$ cat src/rtl/texture_slot_aging_cache_assert.svh
// Assertion macros shared by the texture slot aging cache modules.
`ifndef TEXTURE_SLOT_AGING_CACHE_ASSERT_SVH
`define TEXTURE_SLOT_AGING_CACHE_ASSERT_SVH
// Assert that a condition implies a consequence in the same cycle.
`define TSAC_ASSERT_IMP(lbl, clk, rstn, ante, cons) \
  lbl: assert property (@(posedge clk) disable iff (!rstn) (ante) |-> (cons)) \
    else $error("assertion failed");
// Assert that a condition implies a consequence in the next cycle.
`define TSAC_ASSERT_NEXT(lbl, clk, rstn, ante, cons) \
  lbl: assert property (@(posedge clk) disable iff (!rstn) (ante) |=> (cons)) \
    else $error("assertion failed");
`endif

$ cat src/rtl/tsac_pkg.sv
// Package with types, constants and helpers of the texture slot aging cache.
package tsac_pkg;
  localparam int unsigned SlotsDef   = 32;
  localparam int unsigned RefAreaDef = 16384;
  localparam int unsigned IdW = 16;
  localparam int unsigned DimW = 13;
  localparam int unsigned AgeW = 8;
  localparam int unsigned IdxW = 5;
  localparam int unsigned CntW = 6;
  localparam logic [7:0] BindLimitRst = 8'd30;
  localparam logic [7:0] FreeLimitRst = 8'd100;

  typedef enum logic [1:0] {
    MODE_GET = 2'd0, MODE_SWEEP = 2'd1, MODE_FREE = 2'd2, MODE_NONE = 2'd3
  } mode_e;

  typedef enum logic [2:0] {
    OUT_HIT = 3'd0, OUT_RECYCLED = 3'd1, OUT_NEW = 3'd2, OUT_FULL = 3'd3,
    OUT_SWEPT = 3'd4, OUT_FREED = 3'd5, OUT_MISSING = 3'd6
  } outcome_e;

  localparam logic CFG_BIND = 1'b0;
  localparam logic CFG_FREE = 1'b1;

  typedef struct packed {
    logic [1:0]      mode;
    logic [IdW-1:0]  surface_id;
    logic [DimW-1:0] surf_width;
    logic [DimW-1:0] surf_height;
    logic            dirty;
  } req_t;

  typedef struct packed {
    logic [IdxW-1:0] slot_index;
    logic [2:0]      outcome;
    logic            upload;
    logic [CntW-1:0] changed_count;
  } rsp_t;

  // Entry of the slot RAM.
  typedef struct packed {
    logic [IdW-1:0]  surface;
    logic [DimW-1:0] width;
    logic [DimW-1:0] height;
    logic [AgeW-1:0] age;
  } entry_t;

  // Commands from controller to datapath.
  typedef struct packed {
    logic start;      // latch request, reset scan
    logic rd;         // issue read of current slot
    logic eval;       // evaluate read data of previous slot
    logic commit;     // perform write chosen for the item
    logic finish;     // form result
  } cmd_t;

  // Status from datapath to controller.
  typedef struct packed {
    logic last;       // slot counter at last slot
  } sts_t;
endpackage

$ cat src/rtl/tsac_if.sv
// Valid/ready channel interface carrying one payload beat.
interface tsac_if #(parameter type T = logic) ();
  logic valid;
  logic ready;
  T     data;
  modport source (output valid, output data, input ready);
  modport sink (input valid, input data, output ready);
endinterface

$ cat src/rtl/texture_slot_aging_cache.sv
// Top level of the texture slot aging cache.
//  channel  | dir | beat contents
//  in_if    | in  | mode, surface_id, surf_width, surf_height, dirty
//  out_if   | out | slot_index, outcome, upload, changed_count
//  cfg      | in  | cfg_we_i, cfg_idx_i, cfg_data_i (bind, free limit)
// Every item scans the whole slot table once, one RAM read per cycle;
// the one read port of the slot RAM is what sets the length of the scan.
// One item is worked on at a time; a new beat is taken in the cycle after
// the result beat leaves.
// The output beat holds while out ready is low.
// Reset clears present flags, limits and controller state; slot contents
// are used only where their present flag is set and need no clearing.
module texture_slot_aging_cache #(
  parameter int unsigned Slots   = tsac_pkg::SlotsDef,
  parameter int unsigned RefArea = tsac_pkg::RefAreaDef
) (
  input  logic       clk_i,
  input  logic       rst_ni,
  tsac_if.sink       in_if,
  tsac_if.source     out_if,
  input  logic       cfg_we_i,
  input  logic       cfg_idx_i,
  input  logic [7:0] cfg_data_i
);
  import tsac_pkg::*;

  cmd_t cmd;
  sts_t sts;
  rsp_t rsp;

  tsac_ctrl u_ctrl (
    .clk_i       (clk_i),
    .rst_ni      (rst_ni),
    .in_valid_i  (in_if.valid),
    .in_ready_o  (in_if.ready),
    .out_ready_i (out_if.ready),
    .out_valid_o (out_if.valid),
    .sts_i       (sts),
    .cmd_o       (cmd)
  );

  tsac_dp #(.Slots(Slots), .RefArea(RefArea)) u_dp (
    .clk_i      (clk_i),
    .rst_ni     (rst_ni),
    .cmd_i      (cmd),
    .sts_o      (sts),
    .req_i      (in_if.data),
    .cfg_we_i   (cfg_we_i),
    .cfg_idx_i  (cfg_idx_i),
    .cfg_data_i (cfg_data_i),
    .rsp_o      (rsp)
  );

  assign out_if.data = rsp;
endmodule

$ cat src/rtl/tsac_ram.sv
// Generic RAM with one write port and one registered read port.
module tsac_ram #(
  parameter int unsigned Width = 8,
  parameter int unsigned Depth = 32
) (
  input  logic                     clk_i,
  input  logic                     we_i,
  input  logic [$clog2(Depth)-1:0] waddr_i,
  input  logic [Width-1:0]         wdata_i,
  input  logic [$clog2(Depth)-1:0] raddr_i,
  output logic [Width-1:0]         rdata_o
);
  logic [Width-1:0] mem_q [Depth];
  always_ff @(posedge clk_i) begin
    if (we_i) begin
      mem_q[waddr_i] <= wdata_i;
    end
    rdata_o <= mem_q[raddr_i];
  end
endmodule

$ cat src/rtl/tsac_ctrl.sv
// Controller state machine of the texture slot aging cache.
module tsac_ctrl (
  input  logic           clk_i,
  input  logic           rst_ni,
  input  logic           in_valid_i,
  output logic           in_ready_o,
  input  logic           out_ready_i,
  output logic           out_valid_o,
  input  tsac_pkg::sts_t sts_i,
  output tsac_pkg::cmd_t cmd_o
);
  import tsac_pkg::*;
  `include "texture_slot_aging_cache_assert.svh"

  typedef enum logic [4:0] {
    ST_IDLE = 5'b00001, ST_SCAN = 5'b00010, ST_TAIL = 5'b00100,
    ST_DONE = 5'b01000, ST_OUT = 5'b10000
  } state_e;

  state_e state_q, state_d;

  assign in_ready_o  = (state_q == ST_IDLE);
  assign out_valid_o = (state_q == ST_OUT);

  always_comb begin
    state_d = state_q;
    cmd_o   = '0;
    unique case (state_q)
      ST_IDLE: begin
        if (in_valid_i) begin
          cmd_o.start = 1'b1;
          state_d = ST_SCAN;
        end
      end
      ST_SCAN: begin
        // Read issue for slot n overlaps evaluation of slot n-1.
        cmd_o.rd   = 1'b1;
        cmd_o.eval = 1'b1;
        if (sts_i.last) begin
          state_d = ST_TAIL;
        end
      end
      ST_TAIL: begin
        cmd_o.eval = 1'b1;
        state_d = ST_DONE;
      end
      ST_DONE: begin
        cmd_o.commit = 1'b1;
        cmd_o.finish = 1'b1;
        state_d = ST_OUT;
      end
      ST_OUT: begin
        if (out_ready_i) begin
          state_d = ST_IDLE;
        end
      end
      default: state_d = ST_IDLE;
    endcase
  end

  always_ff @(posedge clk_i or negedge rst_ni) begin
    if (!rst_ni) begin
      state_q <= ST_IDLE;
    end else begin
      state_q <= state_d;
    end
  end

  `TSAC_ASSERT_IMP(a_onehot, clk_i, rst_ni, 1'b1, $onehot(state_q))
  `TSAC_ASSERT_NEXT(a_start_scan, clk_i, rst_ni, cmd_o.start, state_q == ST_SCAN)
  `TSAC_ASSERT_NEXT(a_out_hold, clk_i, rst_ni, out_valid_o && !out_ready_i,
                    out_valid_o)
endmodule

$ cat src/rtl/tsac_dp.sv
// Datapath of the texture slot aging cache: slot RAM, scan and result.
module tsac_dp #(
  parameter int unsigned Slots   = tsac_pkg::SlotsDef,
  parameter int unsigned RefArea = tsac_pkg::RefAreaDef
) (
  input  logic           clk_i,
  input  logic           rst_ni,
  input  tsac_pkg::cmd_t cmd_i,
  output tsac_pkg::sts_t sts_o,
  input  tsac_pkg::req_t req_i,
  input  logic           cfg_we_i,
  input  logic           cfg_idx_i,
  input  logic [7:0]     cfg_data_i,
  output tsac_pkg::rsp_t rsp_o
);
  import tsac_pkg::*;
  `include "texture_slot_aging_cache_assert.svh"

  localparam int unsigned AW = $clog2(Slots);
  localparam int unsigned AreaW = 2 * DimW;
  localparam logic [AreaW:0] Th2  = (AreaW+1)'(2 * RefArea);
  localparam logic [AreaW:0] Th4  = (AreaW+1)'(4 * RefArea);
  localparam logic [AreaW:0] Th9  = (AreaW+1)'(9 * RefArea);
  localparam logic [AreaW:0] Th16 = (AreaW+1)'(16 * RefArea);

  logic [7:0]    bind_lim_q, free_lim_q;
  req_t          req_q;
  logic [Slots-1:0] present_q;
  logic [AW-1:0] rd_ptr_q, ev_ptr_q;
  logic          ev_vld_q;

  // Scan results.
  logic          hit_q, rec_q, free_q;
  logic [AW-1:0] hit_idx_q, rec_idx_q, free_idx_q;
  entry_t        hit_ent_q, rec_ent_q;
  logic [CntW-1:0] cnt_q;
  rsp_t          rsp_q, rsp_d;

  entry_t        rdata, wdata, sw_wdata;
  logic          we, sw_we;
  logic [AW-1:0] waddr;
  logic          sw_drop;

  always_ff @(posedge clk_i or negedge rst_ni) begin
    if (!rst_ni) begin
      bind_lim_q <= BindLimitRst;
      free_lim_q <= FreeLimitRst;
    end else if (cfg_we_i) begin
      if (cfg_idx_i == CFG_BIND) begin
        bind_lim_q <= cfg_data_i;
      end else begin
        free_lim_q <= cfg_data_i;
      end
    end
  end

  tsac_ram #(.Width($bits(entry_t)), .Depth(Slots)) u_ram (
    .clk_i   (clk_i),
    .we_i    (we),
    .waddr_i (waddr),
    .wdata_i (wdata),
    .raddr_i (rd_ptr_q),
    .rdata_o (rdata)
  );

  assign sts_o.last = (rd_ptr_q == AW'(Slots - 1));

  // Sweep evaluation of the slot whose data just arrived.
  logic          ev_pres;
  logic [AreaW-1:0] area;
  logic [2:0]    cls;
  logic [7:0]    age_inc, lim, lim_div;
  always_comb begin
    ev_pres = present_q[ev_ptr_q];
    area = AreaW'(rdata.width) * AreaW'(rdata.height);
    priority if ({1'b0, area} < Th2) cls = 3'd1;
    else if ({1'b0, area} < Th4)  cls = 3'd2;
    else if ({1'b0, area} < Th9)  cls = 3'd3;
    else if ({1'b0, area} < Th16) cls = 3'd4;
    else cls = 3'd5;
    age_inc = (rdata.age == 8'hFF) ? rdata.age : rdata.age + 8'd1;
    lim = (rdata.surface != '0) ? bind_lim_q : free_lim_q;
    unique case (cls)
      3'd1: lim_div = lim;
      3'd2: lim_div = lim >> 1;
      3'd3: lim_div = 8'((16'(lim) * 16'd171) >> 9);
      3'd4: lim_div = lim >> 2;
      default: lim_div = 8'((16'(lim) * 16'd205) >> 10);
    endcase
    sw_wdata = rdata;
    sw_wdata.age = age_inc;
    sw_drop = 1'b0;
    if (age_inc > lim_div) begin
      if (rdata.surface != '0) sw_wdata.surface = '0;
      else sw_drop = 1'b1;
    end
    sw_we = cmd_i.eval && ev_vld_q && ev_pres &&
            (req_q.mode == MODE_SWEEP);
  end

  // Commit write for get and free.
  entry_t get_w;
  logic   get_we;
  logic [AW-1:0] get_a;
  logic   id_zero;
  always_comb begin
    id_zero = (req_q.surface_id == '0);
    get_w  = hit_ent_q;
    get_we = 1'b0;
    get_a  = hit_idx_q;
    if (hit_q) begin
      get_w.age = (hit_ent_q.age != '0) ? hit_ent_q.age - 8'd1 : hit_ent_q.age;
      get_we = 1'b1;
    end else if (rec_q) begin
      get_w = rec_ent_q;
      get_w.age = '0;
      get_w.surface = req_q.surface_id;
      get_a = rec_idx_q;
      get_we = 1'b1;
    end else if (free_q) begin
      get_w.surface = req_q.surface_id;
      get_w.width = req_q.surf_width;
      get_w.height = req_q.surf_height;
      get_w.age = '0;
      get_a = free_idx_q;
      get_we = 1'b1;
    end
    if (req_q.mode != MODE_GET || id_zero || !cmd_i.commit) get_we = 1'b0;
    if (req_q.mode == MODE_FREE && hit_q && !id_zero && cmd_i.commit) begin
      get_w.surface = '0;
      get_a = hit_idx_q;
      get_we = 1'b1;
    end
    we    = sw_we | get_we;
    waddr = sw_we ? ev_ptr_q : get_a;
    wdata = sw_we ? sw_wdata : get_w;
  end

  // Result beat of the item.
  always_comb begin
    rsp_d = '0;
    rsp_d.outcome = OUT_MISSING;
    unique case (mode_e'(req_q.mode))
      MODE_GET: begin
        if (!id_zero) begin
          if (hit_q) begin
            rsp_d.slot_index = IdxW'(hit_idx_q);
            rsp_d.outcome = OUT_HIT;
            rsp_d.upload = req_q.dirty;
          end else if (rec_q) begin
            rsp_d.slot_index = IdxW'(rec_idx_q);
            rsp_d.outcome = OUT_RECYCLED;
            rsp_d.upload = 1'b1;
          end else if (free_q) begin
            rsp_d.slot_index = IdxW'(free_idx_q);
            rsp_d.outcome = OUT_NEW;
            rsp_d.upload = 1'b1;
          end else begin
            rsp_d.outcome = OUT_FULL;
          end
        end
      end
      MODE_SWEEP: begin
        rsp_d.outcome = OUT_SWEPT;
        rsp_d.changed_count = cnt_q;
      end
      MODE_FREE: begin
        if (!id_zero && hit_q) begin
          rsp_d.slot_index = IdxW'(hit_idx_q);
          rsp_d.outcome = OUT_FREED;
        end
      end
      default: ;
    endcase
  end

  always_ff @(posedge clk_i or negedge rst_ni) begin
    if (!rst_ni) begin
      present_q <= '0;
      rd_ptr_q <= '0;
      ev_ptr_q <= '0;
      ev_vld_q <= 1'b0;
      hit_q <= 1'b0;
      rec_q <= 1'b0;
      free_q <= 1'b0;
      cnt_q <= '0;
    end else begin
      if (cmd_i.start) begin
        rd_ptr_q <= '0;
        ev_vld_q <= 1'b0;
        hit_q <= 1'b0;
        rec_q <= 1'b0;
        free_q <= 1'b0;
        cnt_q <= '0;
      end else begin
        ev_vld_q <= cmd_i.rd;
        ev_ptr_q <= rd_ptr_q;
        if (cmd_i.rd && !sts_o.last) rd_ptr_q <= rd_ptr_q + AW'(1);
      end
      if (cmd_i.eval && ev_vld_q) begin
        if (req_q.mode == MODE_SWEEP) begin
          if (ev_pres && age_inc > lim_div) begin
            if (cnt_q != '1) cnt_q <= cnt_q + CntW'(1);
            if (sw_drop) present_q[ev_ptr_q] <= 1'b0;
          end
        end else begin
          if (ev_pres && rdata.surface == req_q.surface_id && !hit_q) begin
            hit_q <= 1'b1;
          end
          if (ev_pres && rdata.surface == '0 && rdata.width == req_q.surf_width &&
              rdata.height == req_q.surf_height && !rec_q) begin
            rec_q <= 1'b1;
          end
          if (!ev_pres && !free_q) begin
            free_q <= 1'b1;
          end
        end
      end
      if (cmd_i.commit && !id_zero) begin
        if (req_q.mode == MODE_GET && !hit_q && !rec_q && free_q) begin
          present_q[free_idx_q] <= 1'b1;
        end
        if (req_q.mode == MODE_FREE && hit_q) begin
          present_q[hit_idx_q] <= 1'b0;
        end
      end
    end
  end

  always_ff @(posedge clk_i) begin
    if (cmd_i.start) begin
      req_q <= req_i;
    end
    if (cmd_i.eval && ev_vld_q && req_q.mode != MODE_SWEEP) begin
      if (ev_pres && rdata.surface == req_q.surface_id && !hit_q) begin
        hit_idx_q <= ev_ptr_q;
        hit_ent_q <= rdata;
      end
      if (ev_pres && rdata.surface == '0 && rdata.width == req_q.surf_width &&
          rdata.height == req_q.surf_height && !rec_q) begin
        rec_idx_q <= ev_ptr_q;
        rec_ent_q <= rdata;
      end
      if (!ev_pres && !free_q) begin
        free_idx_q <= ev_ptr_q;
      end
    end
    if (cmd_i.finish) begin
      rsp_q <= rsp_d;
    end
  end

  assign rsp_o = rsp_q;

  `TSAC_ASSERT_IMP(a_one_write, clk_i, rst_ni, sw_we, !cmd_i.commit)
  `TSAC_ASSERT_NEXT(a_cnt_sat, clk_i, rst_ni, cnt_q == '1 && !cmd_i.start, cnt_q == '1)
  `TSAC_ASSERT_IMP(a_ptr_range, clk_i, rst_ni, 1'b1, rd_ptr_q <= AW'(Slots - 1))
endmodule
$ cat src/flat_wrapper.sv
// flat-port wrapper written by rule: the top's interface ports become plain ports
module texture_slot_aging_cache_flat import tsac_pkg::*;
#(
  parameter int unsigned Slots   = tsac_pkg::SlotsDef,
  parameter int unsigned RefArea = tsac_pkg::RefAreaDef
)
  (clk_i, rst_ni, cfg_we_i, cfg_idx_i, cfg_data_i, in_if_valid, in_if_data, in_if_ready, out_if_valid, out_if_data, out_if_ready);
  tsac_if in_if_i ();
  tsac_if out_if_i ();
  input  logic clk_i;
  input  logic rst_ni;
  input  logic cfg_we_i;
  input  logic cfg_idx_i;
  input  logic [7:0] cfg_data_i;
  input wire logic [$bits(in_if_i.valid)-1:0] in_if_valid;
  input wire logic [$bits(in_if_i.data)-1:0] in_if_data;
  output wire logic [$bits(in_if_i.ready)-1:0] in_if_ready;
  output wire logic [$bits(out_if_i.valid)-1:0] out_if_valid;
  output wire logic [$bits(out_if_i.data)-1:0] out_if_data;
  input wire logic [$bits(out_if_i.ready)-1:0] out_if_ready;
  assign in_if_i.valid = in_if_valid;
  assign in_if_i.data = in_if_data;
  assign in_if_ready = in_if_i.ready;
  assign out_if_valid = out_if_i.valid;
  assign out_if_data = out_if_i.data;
  assign out_if_i.ready = out_if_ready;
  texture_slot_aging_cache #(.Slots(Slots), .RefArea(RefArea)) u_core (.clk_i(clk_i), .rst_ni(rst_ni), .in_if(in_if_i), .out_if(out_if_i), .cfg_we_i(cfg_we_i), .cfg_idx_i(cfg_idx_i), .cfg_data_i(cfg_data_i));
endmodule
$ cat config.mk
export PLATFORM = sky130hd
export DESIGN_NAME = texture_slot_aging_cache_flat
export DESIGN_NICKNAME = d
export VERILOG_FILES = /design/src/rtl/tsac_pkg.sv /design/src/rtl/tsac_if.sv /design/src/rtl/texture_slot_aging_cache.sv /design/src/rtl/tsac_ram.sv /design/src/rtl/tsac_ctrl.sv /design/src/rtl/tsac_dp.sv /design/src/flat_wrapper.sv
export VERILOG_INCLUDE_DIRS = /design/src /design/src/rtl
export SDC_FILE = /design/constraint.sdc
export NUM_CORES = 1
export LEC_CHECK = 0
export BUFFER_PORTS_ARGS = -buffer_cell sky130_fd_sc_hd__buf_2
export CORE_MARGIN = 2
export CORE_UTILIZATION = 26
export DETAILED_ROUTE_END_ITERATION = 8
export SETUP_SLACK_MARGIN = 0.2
export SLEW_MARGIN = 40
export SYNTH_ARGS = -nofsm -noshare
export SYNTH_HDL_FRONTEND = slang
export SYNTH_SLANG_ARGS = --single-unit
$ cat constraint.sdc
create_clock -name clk_i -period 1.6 [get_ports clk_i]
set_input_delay 0.32 -clock clk_i [delete_from_list [all_inputs] [get_ports clk_i]]
set_output_delay 0.32 -clock clk_i [all_outputs]
set_load 0.01 [all_outputs]
==> flow_summary_export.csv, run 1 <==
group,metric,value,unit
logic_synthesis,synth_warnings,0,
logic_synthesis,ys_ff_latch,10,
worst_setup_path,critPathLaunchType,"flip-flop",
final_layout,area_growth,41.51,%
logic_synthesis,yosysMostFrequentCell,"dfrtp_1",
timing,finalCriticalPeriod,1.679,ns
clocking,clk_path_buf_depth,2,
detailed_routing,drt-initial-drc-count,5,
worst_setup_path,crit_type,"reg -> reg",
die,dieHeight,49.17,µm
logic_synthesis,synth_nets,69,
logic_synthesis,synth_top_flop_cell,"dfrtp_1",
power,intPower,0.6699,mW
place,place_hpwl,706.1,µm
timing,timing.final.ws_setup,-0.07908,ns
timing,finClkSkew,0.003782,ns
worst_setup_path,cp.arrival,1.83,ns
logic_synthesis,synth_area_per_cell,10.20,µm²
logic_synthesis,synth.area.top_cells,"dfrtp_1 42%, dfstp_2 5.0%, xor2_1 5.0%",
power,p_per_area,1309,nW/µm²
worst_setup_path,slowest_stage,"dfrtp_1",
flow_run,maxCapViolations,0,
power,sequentialPowerShare,37.1,%
logic_synthesis,syn_inst,52,
worst_setup_path,critPathMaxStageDelay,0.38,ns
grt,grt_usage,10.82,%
clocking,htreeDepth,1,
clocking,cts_inserted_buffers,3,
final_layout,fillers,202,
die,die_x,49.17,µm
timing,finalSetupViolations,3,
logic_synthesis,synth_top_area_share,42.45,%
timing,fmax,595.6,MHz
final_layout,fin_util,38.66,%
grt,grt-ovfl-total,0,
die,die-area,2418,µm²
worst_setup_path,end_kind,"flip-flop",
clocking,cts_tree,"done",
timing,final_max_slew_viol_count,0,
clocking,clk_pin_slew,0.07,ns
power,pwr-share-comb,39.4,%
detailed_routing,wirelength,1028,µm
logic_synthesis,ys_top_cells_by_count,"9 x dfrtp_1, 6 x nor2_1, 4 x and3_1",
detailed_routing,via_count,417,
power,p_leak,0.3630,nW
power,pwr-share-clk,23.4,%
grt,grt_max_degree,11,
die,rows,16,
worst_setup_path,cp.required,1.75,ns
power,p_switching,0.3129,mW
power,switching_share,31.83,%
worst_setup_path,path_max_fanout,4,
logic_synthesis,ys_seq_area_share,47.41,%
timing,finalHoldViolCount,0,
status,status,"complete, but fails checks",
clocking,worst_skew_pair.late_latency,0.27,ns
power,ir_worst_vdd,0.0007132,V
detailed_routing,ant_nets,0,
logic_synthesis,ys_types,24,
final_layout,fin_nets,86,
status,violations,"negative setup slack",
detailed_routing,firstDrtPassIters,2,
die,core-area,1942,µm²
logic_synthesis,synth_edf_count,0,
grt,grt_pass1_wl,1869,µm
die,io_pins,18,
grt,antenna_found_initial,0,
clocking,cts_root_buf,"clkbuf_4",
die,initial_core_util,27.32,%
place,gp_congestion,0.7791,
place,io_buffers,5,
grt,grt_pass1_vias,424,
logic_synthesis,netlist_area,530.5,µm²
hold_path,hold_path_class,"in -> reg",
detailed_routing,drc,0,
detailed_routing,viasPerCell,4.389,
final_layout,drive_gt1_share,48.53,%
final_layout,diodes,0,
clocking,clock_sinks,10,
detailed_routing,detail_route.wl_per_cell,10.82,µm
timing,rsz0062_at_grt,"yes",
place,dp_slack,-0.09221,ns
timing,fin_crit_sh,104.9,%
worst_setup_path,crit_chain,"ha_2 -> and3_4 -> ha_4 -> nor3b_4 -> and2_4 -> nor2_4 -> mux2_4",
logic_synthesis,synth_top_area_cell,"dfrtp_1",
logic_synthesis,async_flop_share,100.0,%
-- final timing paths --
kind,startpoint,end,depth (start not counted),slack [ns]
max,u_core.u_dp.rd_ptr_q[1]$_DFFE_PN0P_,u_core.u_dp.rd_ptr_q[0]$_DFFE_PN0P_,7,-0.08
min,in_if_valid,u_core.u_ctrl.state_q[0]$_DFFE_PN1P_,2,0.22
max reg2reg,u_core.u_dp.rd_ptr_q[1]$_DFFE_PN0P_,u_core.u_dp.rd_ptr_q[0]$_DFFE_PN0P_,7,-0.08
min reg2reg,u_core.u_dp.rd_ptr_q[3]$_DFFE_PN0P_,u_core.u_dp.rd_ptr_q[3]$_DFFE_PN0P_,2,0.55
max in group asynchronous,rst_ni,u_core.u_ctrl.state_q[0]$_DFFE_PN1P_,2,0.90
min in group asynchronous,rst_ni,u_core.u_dp.rd_ptr_q[3]$_DFFE_PN0P_,2,0.44
-- final cells by class --
cell class              instances  area [µm²]  share of cell area, %
multi-input cells              38       320.3                  42.67
flip-flops and latches         10       251.5                  33.50
repair buffers                 13       97.59                  13.00
clock buffers                   4       36.28                  4.833
well taps                      27       33.78                  4.500
inverters                       3       11.26                  1.500
-- stage by stage --
| step | area (µm²) | hold slack (ns) | power, mW | setup TNS, ns | std cells |
|---|---|---|---|---|---|
| after floorplan | 556.8 | 0.02441 | 0.5658 | -0.1408 | 52 |
| after global placement | 645.6 | 0.1915 | 0.6705 | -0.1674 | 88 |
| final | 750.7 | 0.2219 | 0.9828 | -0.08564 | 95 |
| after CTS | 733.2 | 0.2154 | 0.9442 | -0.1633 | 95 |
| after detailed placement | 645.6 | 0.1963 | 0.6741 | -0.1978 | 88 |
| after global routing | 750.7 | 0.2028 | 1.057 | -0.5051 | 95 |
-- sequential cells by signal (all words and copies together) (netlist names) --
signal                 flops
u_core.u_ctrl.state_q      5
u_core.u_dp.rd_ptr_q       5
-- routing by layer --
| metal | share of wire, % | track usage [%] | up-vias |
|---|---|---|---|
| li1 | - | - | 208 |
| met1 | 46 | 12.28 | 197 |
| met2 | 47 | 16.44 | 7 |
| met3 | 4.6 | 5.521 | 5 |
| met4 | 2.3 | 5.714 | 0 |
| met5 | 0 | 0 | - |
-- layout by cell type, fill, tap and decap left out, types with 2 or more instances in the layout --
cell type	count
and3_1	3
buf_4	6
buf_2	4
dfrtp_1	9
a21oi_1	2
buf_6	2
clkbuf_4	3
inv_1	2
and3_4	2
a22o_1	2
nand2_2	2
xor2_1	3
nor3_1	2
nor2_4	2
nor2_1	4
-- kinds of logic after synthesis --
| kind of cell | share of synthesized area, % |
|---|---|
| compound gates | 7.312 |
| xor+xnor | 4.954 |
| fa+ha+maj | 4.716 |
| buf+inv | 3.538 |
| flops | 47.41 |
| mux | 2.829 |
| other cells | 0.7069 |
| simple gates | 28.54 |
-- power by group through the flow --
stage	Combinational [mW]	Sequential (mW)	Clock, mW
after floorplan	0.218	0.348	0
after CTS	0.346	0.359	0.239
after global placement	0.317	0.353	0
after detailed placement	0.320	0.354	0
after global routing	0.430	0.370	0.257
final	0.387	0.365	0.230
-- critical path: cells and delay by family (launching register included) --
family,cells,cell delay (ns)
fa+ha+maj,2,0.35
flops,1,0.38
mux,1,0.25
simple gates,4,0.57
-- repair_timing --
action / CTS / global route
buffers inserted: 2 / 0
hold buffers: 1 / 0
hold endpoints to repair: 9 / 0
setup endpoints to repair: 8 / 8
pin swaps: 6 / 3
cloned: 0 / 0
resized for setup: 7 / 5
(Power assumes the default switching activity.)
==> inputs of run 2 (changes only) <==
--- a/config.mk
+++ b/config.mk
@@ -8,7 +8,7 @@
 export LEC_CHECK = 0
 export BUFFER_PORTS_ARGS = -buffer_cell sky130_fd_sc_hd__buf_2
 export CORE_MARGIN = 2
-export CORE_UTILIZATION = 26
+export CORE_UTILIZATION = 35
 export DETAILED_ROUTE_END_ITERATION = 8
 export SETUP_SLACK_MARGIN = 0.2
 export SLEW_MARGIN = 40
==> run 2 against run 1 <==
Net effect:
- the flow still finishes with violations (negative setup slack)
- die area fell by 24%
- clock-buffer cell count did not move
- final cell count down 12%
- critical path type unchanged
- core utilization grew 11 points
- first-iteration DRC count grew 100%
- register-to-register slack is essentially flat
- design area down 3.3%
- fmax down 0.38%
- via count decreased by 0.24%
- total power rose by 4.6%
- clock power is essentially flat
==> flow_summary_export.csv, run 2 (same netlist as run 1, synthesis figures left out) <==
group,metric,value,unit
status,status,"complete, but fails checks",
status,violations,"negative setup slack",
detailed_routing,drt-initial-drc-count,10,
worst_setup_path,ff2ff_setup_slack,-0.09,ns
die,die_x,42.93,µm
place,dp_cells,76,
clocking,cts_tree,"done",
detailed_routing,firstDrtPassIters,4,
clocking,cts_root_buf,"clkbuf_4",
final_layout,largestRegisters,"u_core.u_ctrl.state_q (5), u_core.u_dp.rd_ptr_q (5)",
detailed_routing,via_count,416,
clocking,cts_inserted_buffers,3,
grt,grt_max_degree,11,
clocking,clk_path_buf_depth,2,
worst_setup_path,crit_type,"reg -> reg",
clocking,clock_sinks,10,
final_layout,mostFrequentLayoutCell,"dfrtp_1",
worst_setup_path,crit_buf_inv,0,
place,place_hpwl,698.5,µm
die,rows,14,
power,p_leak,0.3553,nW
hold_path,hold_path_class,"in -> reg",
die,io_pins,18,
timing,finalHoldViolCount,0,
clocking,htreeDepth,1,
place,io_buffers,5,
final_layout,stdcell_area,725.7,µm²
worst_setup_path,cp.required,1.75,ns
timing,fin_crit_sh,105.3,%
detailed_routing,detail_route.wl_per_cell,12.15,µm
final_layout,final_cell_mix,"8 x dfrtp_1, 6 x nor2_1, 6 x buf_4",
worst_setup_path,cp.arrival,1.83,ns
grt,grt-ovfl-total,0,
timing,hold_ws,0.2138,ns
grt,grt_pass1_wl,1628,µm
final_layout,fin_nets,86,
clocking,worst_skew_pair.late_latency,0.27,ns
worst_setup_path,slowest_stage,"dfrtp_1",
grt,antenna_found_initial,0,
timing,final_max_slew_viol_count,0,
power,p_per_area,1416,nW/µm²
final_layout,drive_gt1_share,47.06,%
final_layout,diodes,0,
worst_setup_path,critPathLaunchType,"flip-flop",
detailed_routing,viasPerCell,4.952,
worst_setup_path,cp_top_family,"simple AND/OR/NAND/NOR gates",
detailed_routing,wirelength,1021,µm
worst_setup_path,crit_chain,"ha_2 -> and3_4 -> ha_4 -> nor3b_4 -> and2_4 -> nor2_4 -> mux2_4",
final_layout,layout.cells.non_filler,84,
flow_run,maxCapViolations,0,
timing,finalCriticalPeriod,1.685,ns
worst_setup_path,end_kind,"flip-flop",
clocking,clk_pin_slew,0.08,ns
place,dpl_cell_area,624.3,µm²
place,gp_congestion,0.7589,
die,dieHeight,42.93,µm
timing,fmax,593.3,MHz
timing,finalSetupViolations,5,
grt,grt_pass1_vias,384,
timing,rsz0062_at_grt,"yes",
detailed_routing,drc,0,
die,initial_core_util,36.49,%
power,ir_worst_vdd,0.0008048,V
worst_setup_path,critPathMaxStageDelay,0.38,ns
die,die-area,1843,µm²
worst_setup_path,path_max_fanout,4,
timing,timing.final.ws_setup,-0.08544,ns
die,core-area,1454,µm²
grt,grt_usage,12.96,%
final_layout,area_growth,36.79,%
detailed_routing,ant_nets,0,
timing,finClkSkew,0.01178,ns
-- run 2: cell types whose count changed in the layout (fill, tap and decap cells not counted) --
| cell | change |
|---|---|
| nor2_1 | +2 |
| dfrtp_1 | -1 |
| dfrtp_2 | +1 |
| inv_1 | -1 |
| inv_2 | +1 |
| nand2_1 | +1 |
| nand2_2 | -1 |
| nor2_2 | -1 |
| nor2_4 | -1 |
-- run 2: routing by layer --
metal | track usage, % | wire (µm) | vias to the layer above
met5 | 0 | 0 | -
met4 | 7.273 | 21 | 0
met3 | 7.660 | 50 | 5
met2 | 20.00 | 490 | 7
met1 | 13.64 | 460 | 195
li1 | - | - | 209
-- run 2: cell type report --
class / instances / area (µm²)
fill: 136 / 728.2
multi-input combinational: 38 / 307.8
sequential: 10 / 252.7
timing repair buffer: 13 / 97.59
clock buffer: 4 / 36.28
tap: 16 / 20.02
inverter: 3 / 11.26
-- run 2: timing repair --
action	4_1_cts	5_1_grt
setup buffers	2	1
pin swaps	5	2
hold endpoints to repair	9	0
gates resized for setup	3	7
hold buffers	1	0
setup endpoints to repair	8	8
-- run 2: path summary, 6_finish.rpt --
kind,from,end,cells past startpoint
max,u_core.u_dp.rd_ptr_q[0]$_DFFE_PN0P_,u_core.u_dp.rd_ptr_q[0]$_DFFE_PN0P_,7
min,in_if_valid,u_core.u_ctrl.state_q[0]$_DFFE_PN1P_,2
max reg2reg,u_core.u_dp.rd_ptr_q[0]$_DFFE_PN0P_,u_core.u_dp.rd_ptr_q[0]$_DFFE_PN0P_,7
min reg2reg,u_core.u_dp.rd_ptr_q[3]$_DFFE_PN0P_,u_core.u_dp.rd_ptr_q[3]$_DFFE_PN0P_,2
max in group asynchronous,rst_ni,u_core.u_ctrl.state_q[0]$_DFFE_PN1P_,2
min in group asynchronous,rst_ni,u_core.u_ctrl.state_q[1]$_DFFE_PN0P_,2
-- run 2: worst reg2reg max path, delay by kind of cell (launching register included) --
kind                       cells  cell delay [ns]
and+or+nand+nor                4             0.58
DFF                            1             0.38
adders and majority gates      2             0.35
muxes                          1             0.25
-- run 2: stage by stage --
step	utilization, %	TNS, ns	power, mW	worst slack, ns
2_1_floorplan	-	-0.1408	0.5658	-0.09080
3_3_place_gp	42.94	-0.1291	0.6740	-0.07896
3_5_place_dp	42.94	-0.1722	0.6715	-0.08655
4_1_cts	47.42	-0.1674	0.9397	-0.08820
5_1_grt	49.91	-0.7844	1.102	-0.1623
6_report	49.91	-0.1369	1.028	-0.08544
-- run 2: power by group --
group | total (mW) | switching, mW | internal (mW)
registers | 0.365 | 0.0572 | 0.307
clock network | 0.232 | 0.0933 | 0.138
logic | 0.432 | 0.173 | 0.258
total | 1.03 | 0.324 | 0.704
